===== config.mk =====
export PLATFORM = sky130hd
export DESIGN_NAME = input_debounce_power_monitor_flat
export DESIGN_NICKNAME = d
export VERILOG_FILES = /design/src/design/idpm_pkg.sv /design/src/design/idpm_if.sv /design/src/design/input_debounce_power_monitor.sv /design/src/flat_wrapper.sv
export SDC_FILE = /design/constraint.sdc
export NUM_CORES = 1
export LEC_CHECK = 0
export BUFFER_PORTS_ARGS = -buffer_cell sky130_fd_sc_hd__buf_2
export CAP_MARGIN = 20
export CORE_MARGIN = 4
export CORE_UTILIZATION = 45
export CTS_BUF_LIST = sky130_fd_sc_hd__clkbuf_16
export CTS_CLUSTER_DIAMETER = 150
export DETAILED_ROUTE_END_ITERATION = 10
export PLACE_DENSITY = 0.59
export SYNTH_ARGS = -nofsm -noshare
export SYNTH_HDL_FRONTEND = slang
export SYNTH_SLANG_ARGS = --single-unit

===== constraint.sdc =====
create_clock -name i_clk -period 10.1 [get_ports i_clk]
set_clock_uncertainty 0.15 [all_clocks]
set_input_delay 2.02 -clock i_clk [delete_from_list [all_inputs] [get_ports i_clk]]
set_output_delay 2.02 -clock i_clk [all_outputs]
set_load 0.02 [all_outputs]

===== src/design/idpm_pkg.sv =====
// idpm_pkg: constants, register indexes and shared types of the input
// debounce and power monitor. No dependencies; compile first.
`timescale 1ns / 1ps
package idpm_pkg;

    // Default sizes.
    localparam int NUM_PINS_DEF    = 8;
    localparam int SAMPLE_BITS_DEF = 12;

    // Field widths fixed by the register map and the result format.
    localparam int TICK_W       = 8;
    localparam int LOST_LEVEL_W = 12;
    localparam int LOW_LEVEL_W  = 10;
    localparam int VOLT_W       = 10;
    localparam int CFG_IDX_W    = 3;
    localparam int CFG_DATA_W   = 12;

    // Voltage scaling: ((sample * VOLT_MUL) >> VOLT_SHIFT) + VOLT_OFFSET.
    localparam int unsigned VOLT_MUL    = 543;
    localparam int          VOLT_MUL_W  = 10;
    localparam int unsigned VOLT_SHIFT  = 12;
    localparam int unsigned VOLT_OFFSET = 21;
    localparam int unsigned VOLT_MAX    = 1023;

    // Persistence counters saturate here.
    localparam logic [TICK_W-1:0] RUN_MAX = '1;

    // Register reset values.
    localparam logic [TICK_W-1:0]       RST_EMERG_TICKS  = 8'd20;
    localparam logic [TICK_W-1:0]       RST_IGN_TICKS    = 8'd20;
    localparam logic [TICK_W-1:0]       RST_OTHER_TICKS  = 8'd0;
    localparam logic [LOST_LEVEL_W-1:0] RST_LOST_LEVEL   = 12'd500;
    localparam logic [TICK_W-1:0]       RST_LOST_PERSIST = 8'd40;
    localparam logic [LOW_LEVEL_W-1:0]  RST_LOW_LEVEL    = 10'd100;
    localparam logic [TICK_W-1:0]       RST_LOW_PERSIST  = 8'd20;

    // Register indexes.
    typedef enum logic [CFG_IDX_W-1:0] {
        CFG_EMERG_TICKS  = 3'd0,
        CFG_IGN_TICKS    = 3'd1,
        CFG_OTHER_TICKS  = 3'd2,
        CFG_LOST_LEVEL   = 3'd3,
        CFG_LOST_PERSIST = 3'd4,
        CFG_LOW_LEVEL    = 3'd5,
        CFG_LOW_PERSIST  = 3'd6
    } t_cfg_idx;

    // Pins with a dedicated role.
    localparam int PIN_EMERG = 0;
    localparam int PIN_IGN   = 1;

endpackage


===== src/design/idpm_if.sv =====
// idpm_if: valid/ready channel interfaces for ticks, results and register
// writes of the input debounce and power monitor. Depends on idpm_pkg.
`timescale 1ns / 1ps
interface idpm_in_if #(
    parameter int NUM_PINS    = idpm_pkg::NUM_PINS_DEF,
    parameter int SAMPLE_BITS = idpm_pkg::SAMPLE_BITS_DEF
);
    logic                   valid;
    logic                   ready;
    logic [NUM_PINS-1:0]    pin_levels;
    logic [SAMPLE_BITS-1:0] battery_sample;

    modport source (output valid, pin_levels, battery_sample, input ready);
    modport sink   (input valid, pin_levels, battery_sample, output ready);
endinterface

interface idpm_out_if #(
    parameter int NUM_PINS = idpm_pkg::NUM_PINS_DEF
);
    logic                        valid;
    logic                        ready;
    logic [NUM_PINS-1:0]         debounced_levels;
    logic [NUM_PINS-1:0]         changed_mask;
    logic                        emergency_alarm;
    logic                        ignition_on;
    logic                        power_lost;
    logic                        power_low;
    logic [idpm_pkg::VOLT_W-1:0] battery_voltage;

    modport source (output valid, debounced_levels, changed_mask, emergency_alarm,
                    ignition_on, power_lost, power_low, battery_voltage,
                    input ready);
    modport sink   (input valid, debounced_levels, changed_mask, emergency_alarm,
                    ignition_on, power_lost, power_low, battery_voltage,
                    output ready);
endinterface

interface idpm_cfg_if;
    logic                            valid;
    logic                            ready;
    logic [idpm_pkg::CFG_IDX_W-1:0]  index;
    logic [idpm_pkg::CFG_DATA_W-1:0] data;

    modport source (output valid, index, data, input ready);
    modport sink   (input valid, index, data, output ready);
endinterface


===== src/design/input_debounce_power_monitor.sv =====
// input_debounce_power_monitor: per-tick pin debounce with supply alarms.
// Depends on idpm_pkg and the channel interfaces in idpm_if.
`timescale 1ns / 1ps
//
//  channel  | dir | word                                         | accepted when
//  ---------+-----+----------------------------------------------+-------------------
//  i_in     | in  | pin_levels, battery_sample (one tick)        | valid && ready
//  o_out    | out | levels, changed mask, four alarms, voltage   | valid && ready
//  i_cfg    | in  | register index, data                         | valid && ready
//
//  A tick is captured in the input register, then the debounce and supply
//  logic updates state and loads the result register. One word per cycle is
//  sustained unless o_out stalls. The result register frees the input side, so
//  a new tick is taken while a result waits; only a stalled result with a full
//  input register holds i_in.ready low. Reset restores register defaults and
//  clears levels, counters and alarms. i_cfg is always ready.
module input_debounce_power_monitor #(
    parameter int NUM_PINS    = idpm_pkg::NUM_PINS_DEF,
    parameter int SAMPLE_BITS = idpm_pkg::SAMPLE_BITS_DEF
) (
    input  logic        i_clk,
    input  logic        i_rst_n,
    idpm_in_if.sink     i_in,
    idpm_out_if.source  o_out,
    idpm_cfg_if.sink    i_cfg
);
    import idpm_pkg::*;

    // Product width for the voltage scaling and a common width for the
    // raw-sample compare.
    localparam int PROD_W = SAMPLE_BITS + VOLT_MUL_W;
    localparam int CMP_W  = (SAMPLE_BITS > LOST_LEVEL_W) ? SAMPLE_BITS : LOST_LEVEL_W;

    // Configuration registers.
    logic [TICK_W-1:0]       r_emerg_ticks;
    logic [TICK_W-1:0]       r_ign_ticks;
    logic [TICK_W-1:0]       r_other_ticks;
    logic [LOST_LEVEL_W-1:0] r_lost_level;
    logic [TICK_W-1:0]       r_lost_persist;
    logic [LOW_LEVEL_W-1:0]  r_low_level;
    logic [TICK_W-1:0]       r_low_persist;

    // Input register.
    logic                   r_in_vld;
    logic [NUM_PINS-1:0]    r_in_pins;
    logic [SAMPLE_BITS-1:0] r_in_sample;

    // Debounce and supply state.
    logic [NUM_PINS-1:0] r_stable;
    logic [NUM_PINS-1:0] n_stable;
    logic [TICK_W-1:0]   r_mis_cnt [NUM_PINS];
    logic [TICK_W-1:0]   n_mis_cnt [NUM_PINS];
    logic [TICK_W-1:0]   r_lost_run;
    logic [TICK_W-1:0]   n_lost_run;
    logic [TICK_W-1:0]   r_low_run;
    logic [TICK_W-1:0]   n_low_run;
    logic                r_emerg_flag;
    logic                n_emerg_flag;
    logic                r_ign_flag;
    logic                n_ign_flag;
    logic                r_lost_flag;
    logic                n_lost_flag;
    logic                r_low_flag;
    logic                n_low_flag;

    // Result register.
    logic                r_out_vld;
    logic [NUM_PINS-1:0] r_out_levels;
    logic [NUM_PINS-1:0] r_out_changed;
    logic [VOLT_W-1:0]   r_out_volt;

    logic                advance;
    logic [NUM_PINS-1:0] changed;
    logic [NUM_PINS-1:0] accept;
    logic [PROD_W-1:0]   volt_prod;
    logic [PROD_W-1:0]   volt_sum;
    logic [VOLT_W-1:0]   volt;
    logic                lost_cond;
    logic                low_cond;

    // Move the held tick on when the result register is empty or draining.
    assign advance    = r_in_vld && (!r_out_vld || o_out.ready);
    assign i_in.ready = !r_in_vld || advance;
    assign i_cfg.ready = 1'b1;

    // Register writes; indexes past the map are dropped.
    always_ff @(posedge i_clk) begin
        if (!i_rst_n) begin
            r_emerg_ticks  <= RST_EMERG_TICKS;
            r_ign_ticks    <= RST_IGN_TICKS;
            r_other_ticks  <= RST_OTHER_TICKS;
            r_lost_level   <= RST_LOST_LEVEL;
            r_lost_persist <= RST_LOST_PERSIST;
            r_low_level    <= RST_LOW_LEVEL;
            r_low_persist  <= RST_LOW_PERSIST;
        end else if (i_cfg.valid) begin
            unique case (t_cfg_idx'(i_cfg.index))
                CFG_EMERG_TICKS:  r_emerg_ticks  <= i_cfg.data[TICK_W-1:0];
                CFG_IGN_TICKS:    r_ign_ticks    <= i_cfg.data[TICK_W-1:0];
                CFG_OTHER_TICKS:  r_other_ticks  <= i_cfg.data[TICK_W-1:0];
                CFG_LOST_LEVEL:   r_lost_level   <= i_cfg.data[LOST_LEVEL_W-1:0];
                CFG_LOST_PERSIST: r_lost_persist <= i_cfg.data[TICK_W-1:0];
                CFG_LOW_LEVEL:    r_low_level    <= i_cfg.data[LOW_LEVEL_W-1:0];
                CFG_LOW_PERSIST:  r_low_persist  <= i_cfg.data[TICK_W-1:0];
                default: ;
            endcase
        end
    end

    // Per-pin debounce. Each pin is independent: clear on match, count on
    // mismatch, flip once the count reaches the pin's threshold (at once for
    // a threshold of zero).
    always_comb begin
        logic [TICK_W-1:0] th;
        logic [TICK_W:0]   cnt;
        n_stable     = r_stable;
        n_emerg_flag = r_emerg_flag;
        n_ign_flag   = r_ign_flag;
        accept       = '0;
        for (int i = 0; i < NUM_PINS; i++) begin
            if (i == PIN_EMERG) begin
                th = r_emerg_ticks;
            end else if (i == PIN_IGN) begin
                th = r_ign_ticks;
            end else begin
                th = r_other_ticks;
            end
            cnt          = {1'b0, r_mis_cnt[i]} + 1'b1;
            n_mis_cnt[i] = r_mis_cnt[i];
            if (r_in_pins[i] == r_stable[i]) begin
                n_mis_cnt[i] = '0;
            end else if (th == '0) begin
                accept[i] = 1'b1;
            end else if (cnt >= {1'b0, th}) begin
                accept[i] = 1'b1;
            end else begin
                // cnt stays below th here, so it fits the counter.
                n_mis_cnt[i] = cnt[TICK_W-1:0];
            end
            if (accept[i]) begin
                n_mis_cnt[i] = '0;
                n_stable[i]  = r_in_pins[i];
            end
        end
        // Emergency alarm is active low on its pin; ignition follows its pin.
        if (accept[PIN_EMERG]) begin
            n_emerg_flag = !r_in_pins[PIN_EMERG];
        end
        if (accept[PIN_IGN]) begin
            n_ign_flag = r_in_pins[PIN_IGN];
        end
        changed = accept;
    end

    // Supply voltage and the two persistence alarms.
    always_comb begin
        volt_prod = PROD_W'(r_in_sample) * PROD_W'(VOLT_MUL);
        volt_sum  = (volt_prod >> VOLT_SHIFT) + PROD_W'(VOLT_OFFSET);
        if (volt_sum > PROD_W'(VOLT_MAX)) begin
            volt = VOLT_W'(VOLT_MAX);
        end else begin
            volt = volt_sum[VOLT_W-1:0];
        end

        lost_cond = CMP_W'(r_in_sample) < CMP_W'(r_lost_level);
        low_cond  = volt < r_low_level;

        // Count runs with saturation; set the alarm once the run is long
        // enough, drop it as soon as the condition ends.
        n_lost_flag = r_lost_flag;
        if (lost_cond) begin
            n_lost_run = (r_lost_run == RUN_MAX) ? r_lost_run : r_lost_run + 1'b1;
            if (n_lost_run >= r_lost_persist) begin
                n_lost_flag = 1'b1;
            end
        end else begin
            n_lost_run  = '0;
            n_lost_flag = 1'b0;
        end

        n_low_flag = r_low_flag;
        if (low_cond) begin
            n_low_run = (r_low_run == RUN_MAX) ? r_low_run : r_low_run + 1'b1;
            if (n_low_run >= r_low_persist) begin
                n_low_flag = 1'b1;
            end
        end else begin
            n_low_run  = '0;
            n_low_flag = 1'b0;
        end
    end

    // Control and state registers.
    always_ff @(posedge i_clk) begin
        if (!i_rst_n) begin
            r_in_vld     <= 1'b0;
            r_out_vld    <= 1'b0;
            r_stable     <= '0;
            r_lost_run   <= '0;
            r_low_run    <= '0;
            r_emerg_flag <= 1'b0;
            r_ign_flag   <= 1'b0;
            r_lost_flag  <= 1'b0;
            r_low_flag   <= 1'b0;
            for (int i = 0; i < NUM_PINS; i++) begin
                r_mis_cnt[i] <= '0;
            end
        end else begin
            if (i_in.ready) begin
                r_in_vld <= i_in.valid;
            end
            if (advance) begin
                r_out_vld <= 1'b1;
            end else if (o_out.ready) begin
                r_out_vld <= 1'b0;
            end
            if (advance) begin
                r_stable     <= n_stable;
                r_lost_run   <= n_lost_run;
                r_low_run    <= n_low_run;
                r_emerg_flag <= n_emerg_flag;
                r_ign_flag   <= n_ign_flag;
                r_lost_flag  <= n_lost_flag;
                r_low_flag   <= n_low_flag;
                for (int i = 0; i < NUM_PINS; i++) begin
                    r_mis_cnt[i] <= n_mis_cnt[i];
                end
            end
        end
    end

    // Payload registers: capture the tick, load the result on advance.
    always_ff @(posedge i_clk) begin
        if (i_in.valid && i_in.ready) begin
            r_in_pins   <= i_in.pin_levels;
            r_in_sample <= i_in.battery_sample;
        end
        if (advance) begin
            r_out_levels  <= n_stable;
            r_out_changed <= changed;
            r_out_volt    <= volt;
        end
    end

    // Alarm flags are state and already hold this tick's values once the
    // result is loaded; later ticks cannot pass a waiting result.
    assign o_out.valid            = r_out_vld;
    assign o_out.debounced_levels = r_out_levels;
    assign o_out.changed_mask     = r_out_changed;
    assign o_out.emergency_alarm  = r_emerg_flag;
    assign o_out.ignition_on      = r_ign_flag;
    assign o_out.power_lost       = r_lost_flag;
    assign o_out.power_low        = r_low_flag;
    assign o_out.battery_voltage  = r_out_volt;

endmodule

===== src/flat_wrapper.sv =====
// flat-port wrapper written by rule: the top's interface ports become plain ports
module input_debounce_power_monitor_flat import idpm_pkg::*;
#(
    parameter int NUM_PINS    = idpm_pkg::NUM_PINS_DEF,
    parameter int SAMPLE_BITS = idpm_pkg::SAMPLE_BITS_DEF
)
  (i_clk, i_rst_n, i_in_valid, i_in_pin_levels, i_in_battery_sample, i_in_ready, o_out_valid, o_out_debounced_levels, o_out_changed_mask, o_out_emergency_alarm, o_out_ignition_on, o_out_power_lost, o_out_power_low, o_out_battery_voltage, o_out_ready, i_cfg_valid, i_cfg_index, i_cfg_data, i_cfg_ready);
  idpm_in_if #(.NUM_PINS(NUM_PINS), .SAMPLE_BITS(SAMPLE_BITS)) i_in_i ();
  idpm_out_if #(.NUM_PINS(NUM_PINS)) o_out_i ();
  idpm_cfg_if i_cfg_i ();
  input  logic i_clk;
  input  logic i_rst_n;
  input wire logic [$bits(i_in_i.valid)-1:0] i_in_valid;
  input wire logic [$bits(i_in_i.pin_levels)-1:0] i_in_pin_levels;
  input wire logic [$bits(i_in_i.battery_sample)-1:0] i_in_battery_sample;
  output wire logic [$bits(i_in_i.ready)-1:0] i_in_ready;
  output wire logic [$bits(o_out_i.valid)-1:0] o_out_valid;
  output wire logic [$bits(o_out_i.debounced_levels)-1:0] o_out_debounced_levels;
  output wire logic [$bits(o_out_i.changed_mask)-1:0] o_out_changed_mask;
  output wire logic [$bits(o_out_i.emergency_alarm)-1:0] o_out_emergency_alarm;
  output wire logic [$bits(o_out_i.ignition_on)-1:0] o_out_ignition_on;
  output wire logic [$bits(o_out_i.power_lost)-1:0] o_out_power_lost;
  output wire logic [$bits(o_out_i.power_low)-1:0] o_out_power_low;
  output wire logic [$bits(o_out_i.battery_voltage)-1:0] o_out_battery_voltage;
  input wire logic [$bits(o_out_i.ready)-1:0] o_out_ready;
  input wire logic [$bits(i_cfg_i.valid)-1:0] i_cfg_valid;
  input wire logic [$bits(i_cfg_i.index)-1:0] i_cfg_index;
  input wire logic [$bits(i_cfg_i.data)-1:0] i_cfg_data;
  output wire logic [$bits(i_cfg_i.ready)-1:0] i_cfg_ready;
  assign i_in_i.valid = i_in_valid;
  assign i_in_i.pin_levels = i_in_pin_levels;
  assign i_in_i.battery_sample = i_in_battery_sample;
  assign i_in_ready = i_in_i.ready;
  assign o_out_valid = o_out_i.valid;
  assign o_out_debounced_levels = o_out_i.debounced_levels;
  assign o_out_changed_mask = o_out_i.changed_mask;
  assign o_out_emergency_alarm = o_out_i.emergency_alarm;
  assign o_out_ignition_on = o_out_i.ignition_on;
  assign o_out_power_lost = o_out_i.power_lost;
  assign o_out_power_low = o_out_i.power_low;
  assign o_out_battery_voltage = o_out_i.battery_voltage;
  assign o_out_i.ready = o_out_ready;
  assign i_cfg_i.valid = i_cfg_valid;
  assign i_cfg_i.index = i_cfg_index;
  assign i_cfg_i.data = i_cfg_data;
  assign i_cfg_ready = i_cfg_i.ready;
  input_debounce_power_monitor #(.NUM_PINS(NUM_PINS), .SAMPLE_BITS(SAMPLE_BITS)) u_core (.i_clk(i_clk), .i_rst_n(i_rst_n), .i_in(i_in_i), .o_out(o_out_i), .i_cfg(i_cfg_i));
endmodule

== Yosys cells after proc, flatten, opt, wreduce, memory -nomap -nowiden ==
Memory sizes are Yosys's and may differ from the RTL's.
Index checks and enable logic that the tools add are counted.
W data, S select, Z words.

* Latch bits: 0
* ROM bits: 0
* Memory bits (writable): 64
* Register bits: 138
* Memories: 1

* Multiplexer cells: 87
* Add/sub/neg operators: 11
* Reductions and logical operators: 23
* Bitwise gates (word level): 8
* $mul: 1
* Shift-type cells: 0
* Div/mod/pow operators: 0
* Order comparisons: 13
* Eq/ne operators: 18

{| class="wikitable"
|+ Memory list
! name !! depth !! bits a word !! read ports !! clocked after Yosys merged registers in !! write ports !! RTL line !! source
|-
| u_core.r_mis_cnt || 8 || 8 || 8 || 0 || 8 || input_debounce_power_monitor.sv:51 || <nowiki>logic [TICK_W-1:0] r_mis_cnt [NUM_PINS];</nowiki>
|}

{| class="wikitable"
|+ Operator list
! kind !! count
|-
| $mux W8 || 44
|-
| $add A8 B1 Y9 const B || 8
|-
| $ge A9 B8 Y1 || 8
|-
| $mux W1 || 42
|-
| $logic_not A8 Y1 || 3
|-
| $gt A22 B10 Y1 const B || 1
|-
| $mul A12 B10 Y22 const B || 1
|-
| $reduce_and A2 Y1 || 11
|-
| $add A8 B1 Y8 const B || 2
|-
| $eq A8 B8 Y1 const B || 2
|-
| $ge A8 B8 Y1 || 2
|-
| $lt A12 B12 Y1 || 1
|-
| $add A10 B5 Y11 const B || 1
|-
| $lt A10 B10 Y1 || 1
|-
| $mux W10 || 1
|-
| $eq A3 B3 Y1 const B || 3
|-
| $eq A1 B1 Y1 || 8
|-
| $or A1 B1 Y1 || 8
|-
| $eq A3 B2 Y1 const B || 2
|-
| $ne A2 B2 Y1 const B || 2
|-
| $eq A3 B1 Y1 const B || 1
|-
| $logic_not A1 Y1 || 3
|-
| $logic_not A3 Y1 || 1
|-
| $logic_and A1 B1 Y1 || 2
|-
| other kinds (2) || 3
|}

== Logic depth before layout (Yosys ltp) ==
An unclocked memory read counts as a cell.

* Word-level depth: 8
* Mapped depth: 32
* Mapped depth without buffers: 31

== Least setup slack after synthesis ==
Ideal clock, no wire load.

* Path kind: register to register
* From: reg u_core.r_in_sample[2]
* To: reg u_core.r_low_run[3]
* Data required time: 9,893 ps
* Arrival time: 6,825 ps
* Path buffers: 1
* Stages on the path, launching flop included: 31
* Path slack: 3,068 ps
* Setup time: 57 ps
* Cell sequence: edfxtp_1 > inv_1 > fa_1 > inv_1 > ha_1 > ha_1 > inv_1 > fa_1 > fa_1 > inv_1 > ha_1 > a21oi_1 > o22ai_4 > o211a_1 > or3_1 > and2_4 > buf_6 > ha_1 > or4_1 > a41oi_1 > inv_1 > o221a_1 > nand3_1 > ha_1 > nand4_1 > nor2_1 > a21oi_1 > o211ai_1 > or3_1 > nor3b_1 > a21o_1

* Cells in the longest elaborated chain, start to end: 6

{| class="wikitable"
|+ RTL lines
! what !! RTL line !! source
|-
| start, declared || input_debounce_power_monitor.sv:46 || <nowiki>logic [SAMPLE_BITS-1:0] r_in_sample;</nowiki>
|-
| start signal, assigned || input_debounce_power_monitor.sv:236 || <nowiki>r_in_sample <= i_in.battery_sample;</nowiki>
|-
| $mul A12 B10 Y22 * || input_debounce_power_monitor.sv:157 || <nowiki>volt_prod = PROD_W'(r_in_sample) * PROD_W'(VOLT_MUL);</nowiki>
|-
| $add A10 B5 Y11 * || input_debounce_power_monitor.sv:158 || <nowiki>volt_sum = (volt_prod >> VOLT_SHIFT) + PROD_W'(VOLT_OFFSET);</nowiki>
|-
| $gt A22 B10 Y1 || input_debounce_power_monitor.sv:159 || <nowiki>if (volt_sum > PROD_W'(VOLT_MAX)) begin</nowiki>
|-
| $mux W10 * || input_debounce_power_monitor.sv:159 ||
|-
| net u_core.volt[8] || input_debounce_power_monitor.sv:77 || <nowiki>logic [VOLT_W-1:0] volt;</nowiki>
|-
| $lt A10 B10 Y1 * || input_debounce_power_monitor.sv:166 || <nowiki>low_cond = volt < r_low_level;</nowiki>
|-
| $mux W8 * || input_debounce_power_monitor.sv:182 || <nowiki>if (low_cond) begin</nowiki>
|-
| end signal, assigned || input_debounce_power_monitor.sv:220 || <nowiki>r_low_run <= n_low_run;</nowiki>
|-
| end, declared || input_debounce_power_monitor.sv:55 || <nowiki>logic [TICK_W-1:0] r_low_run;</nowiki>
|}

Mark *: on every way through the listed nets, which the timed path passes. The rest lies on a longest branch.
A chain may end at the register's enable or synchronous reset.

== Worst setup path after layout ==
* From: reg u_core.r_in_sample[7]
* To: reg u_core.r_low_flag (netlist: u_core.o_out.power_low)

* Cells in the longest elaborated chain, start to end: 7
* Elaborated cells on any way between the ends: 8
* Classes of those cells: add/sub: 1; mul: 1; order compare: 2; eq/ne: 1; mux: 2; reduce/logical: 1

{| class="wikitable"
|+ RTL lines
! what !! RTL line !! source
|-
| $mul A12 B10 Y22 * || input_debounce_power_monitor.sv:157 ||
|-
| $add A10 B5 Y11 * || input_debounce_power_monitor.sv:158 ||
|-
| $gt A22 B10 Y1 || input_debounce_power_monitor.sv:159 ||
|-
| $mux W10 * || input_debounce_power_monitor.sv:159 ||
|-
| net u_core.volt[8] || input_debounce_power_monitor.sv:77 ||
|-
| $lt A10 B10 Y1 * || input_debounce_power_monitor.sv:166 ||
|-
| $ne A2 B2 Y1 (no source line) || -- ||
|-
| $reduce_and A2 Y1 (no source line) || -- ||
|-
| end signal, assigned || input_debounce_power_monitor.sv:224 || <nowiki>r_low_flag <= n_low_flag;</nowiki>
|-
| end, declared || input_debounce_power_monitor.sv:63 || <nowiki>logic r_low_flag;</nowiki>
|}

Marks and branches as above.

==> results.toml <==
[global_routing]
grt-ovfl-total = 0
grt_max_degree = 57
grt.total_usage_pct = 18.96
met2_usage_pct = 31.28
antenna_found_initial = 0
grt_pass1_wl_mm = 51.00
grt.busiest_layer = "met2"
grt_use_met3_pct = 2.708
grt_pass1_vias = 9829
groute.layer.met1.usage_pct = 27.03

[hold_path]
hp-class = "flip-flop to flip-flop"

[place]
place_congestion = 0.8131
dpl_cell_area_um2 = 14020
place_hpwl_mm = 22.31
place_ws_ps = 2517
port-buffer-count = 71
dp_cells = 1800

[setup_path]
critPathMaxStageDelay_ps = 550
worstSetupPathType = "flip-flop to flip-flop"
cp-start-kind = "flip-flop"
arrival_ps = 7880
crit_path_end_kind = "flip-flop"
worstPathMaxFanout = 7
worst-endpoint-required_ps = 10400
crit_slowest_cell = "edfxtp_1"

[sta]
rsz0062_at_grt = "no"
relSlewSlack_pct = 33.70
report.final.setup_viol = 0
period_minus_slack_ps = 7580
finalHoldViolCount = 0
final.setup.tns_ps = 0
hold_slack_ps = 302.5
fmax_mhz = 131.9
slew_viol_final = 0
worst_pin_slew_ps = 994.5
setup_slack_ps = 2520
period_share_pct = 75.05

[clock_tree]
cts_setup_buffers = 0
cts-buffers-inserted = 25
clockBufferDepth = 3
clk_latency_ps = 540
path_clk_slew_ps = 60
clock_sinks = 202
cts_max_level = 1
cts_tree = "yes"
cts_resized = 0
cts.hold.buffers_added = 0
root_buffer = "clkbuf_16"

[detailed_routing]
wl_per_cell_um = 16.68
drc = 0
drt_wl_total_mm = 30.82
vias_per_cell = 5.370
routed-via-count = 9924
drt-pass1-iter-count = 5
ant_nets = 0
first_iter_violations = 540

[yosys]
yosys-top-cells-area = "edfxtp_1, ha_1, dfxtp_1"
yosys.cell_count.top_type = "nand2_1"
ys_warn_count = 0
synth_top_area_share_pct = 24.91
syn_area_um2 = 13260
ys_async_sr_fraction_pct = 0
ys.flop_type = "edfxtp_1"
synth_enable_flop_cells = 110
syn_inst = 1367
synthTopCellsByCount = "nand2_1, ha_1, inv_1"
syn_nets = 1611
synth-seq-area-share_pct = 38.80
synth_largest_area_cell = "edfxtp_1"
synth-seq-cells = 202
postSynthAreaPerCell_um2 = 9.699
synth_cell_types = 66

[floorplan]
die-height_um = 179.7
core_area_um2 = 28860
die-area_um2 = 32270
start_util_pct = 45.95
pin_count = 73
fp.dieW_um = 179.7
rows = 62

[status]
status = "completed"

[cells_and_area]
final_layout_size_suffix_gt1_share_pct = 8.538
syn2layout_area_growth_pct = 11.53
antenna_cells = 0
layout.nets = 1689
stdcell_area_um2 = 14790
stdcell_count = 1848

[power]
total_leakage_power_nw = 6.294
powerDensity_nw_per_um2 = 217.3
max-vdd-ir-drop_v = 0.0002935

[run]
drv_cap = 0
-- report_power, final --
group	total [mW]	internal (mW)	switching (mW)
Combinational	1.38	0.571	0.809
Sequential	1.01	0.966	0.0414
Clock	0.825	0.474	0.351
Total	3.21	2.01	1.20
-- logic make-up after synthesis --
family / after synthesis / share of synthesized area [%]
adder cells (fa/ha/maj): 204 / 21.18
flip-flops: 202 / 38.80
buffers and inverters: 167 / 4.822
AO/OA/AOI/OAI: 267 / 13.72
AND/OR/NAND/NOR: 444 / 15.86
XOR/XNOR: 73 / 4.822
other: 1 / 0.02828
multiplexers: 9 / 0.7643
-- per-stage QoR --
step	power, mW	util, %
final	3.213	51.24
after global routing	3.473	51.24
after CTS	3.242	51.19
after detailed placement	2.386	48.59
after global placement	2.391	48.59
after floorplan	2.085	-
-- cell type report --
class	instances	area, um^2
clock inverter	21	125.1
timing repair buffer	79	415.4
multi-input combinational	998	7475
clock buffer	25	625.6
tap	384	480.5
fill	2717	14070
sequential	202	5145
inverter	139	521.8
-- sequential cells by signal, summed over array words and instances (netlist names) --
name and flops:
u_core.r_lost_persist 8, u_core.r_ign_ticks 8, u_core.r_in_vld 1, u_core.r_emerg_ticks 8
u_core.o_out.battery_voltage 10, u_core.r_lost_level 12, u_core.o_out.power_low 1, u_core.r_low_persist 8
u_core.o_out.power_lost 1, u_core.r_other_ticks 8, u_core.o_out.emergency_alarm 1, u_core.o_out.valid 1
u_core.r_low_run 8, u_core.o_out.changed_mask 8, u_core.r_in_pins 8, u_core.r_stable 8
u_core.r_mis_cnt 64, u_core.r_in_sample 12, u_core.r_low_level 10, u_core.o_out.debounced_levels 8
u_core.r_lost_run 8, u_core.o_out.ignition_on 1
-- placed cells by master, fill, tap and decap left out, types with 4 or more instances in the layout --
cell       instances
edfxtp_1         110
clkinv_1           4
fa_1              34
nor2b_1           21
a21o_1            50
dfxtp_1           92
nand2_1          172
o21bai_1           6
or4_1              4
inv_1            146
a22o_1             8
nand4_1            6
nand3_1           54
o21a_1            13
nand2b_1          19
a21oi_1           74
nor3_1            20
ha_1             170
buf_2             71
o211ai_1          25
or3_1              7
mux2_1             6
and3_1            10
a31oi_1            7
clkbuf_16         25
nor2_1            82
xnor2_1           44
inv_2              5
a211oi_1           9
a311o_1            6
a32o_1             6
or3b_1             6
nor3b_1           19
xor2_1            29
o21ai_0           35
buf_4              7
and2_1            10
nor4_1             7
-- worst paths after layout --
path,start,to,slack [ps],cells after the start
hold / removal,u_core.r_low_level[4]$_SDFFE_PN0P_,u_core.r_low_level[4]$_SDFFE_PN0P_,300,2
setup reg to reg,u_core.r_in_sample[7]$_DFFE_PP_,u_core.o_out.power_low$_SDFFE_PN0P_,2520,29
hold reg to reg,u_core.r_low_level[4]$_SDFFE_PN0P_,u_core.r_low_level[4]$_SDFFE_PN0P_,300,2
setup / recovery,u_core.r_in_sample[7]$_DFFE_PP_,u_core.o_out.power_low$_SDFFE_PN0P_,2520,29
-- worst max-delay path, delay by kind of cell, from the launching register on --
kind,cells,cell delay (ps)
AOI/OAI and AO/OA,8,1650
adders and majority gates,8,2840
buffers and inverters,5,390
DFF,1,550
and+or+nand+nor,8,1910
-- layer usage --
metal	wire, um	vias up
met2	14090	173
met4	495	0
met3	1322	40
met1	14920	4746
li1	-	4965
met5	0	-
Power figures use the tool's default switching activity.
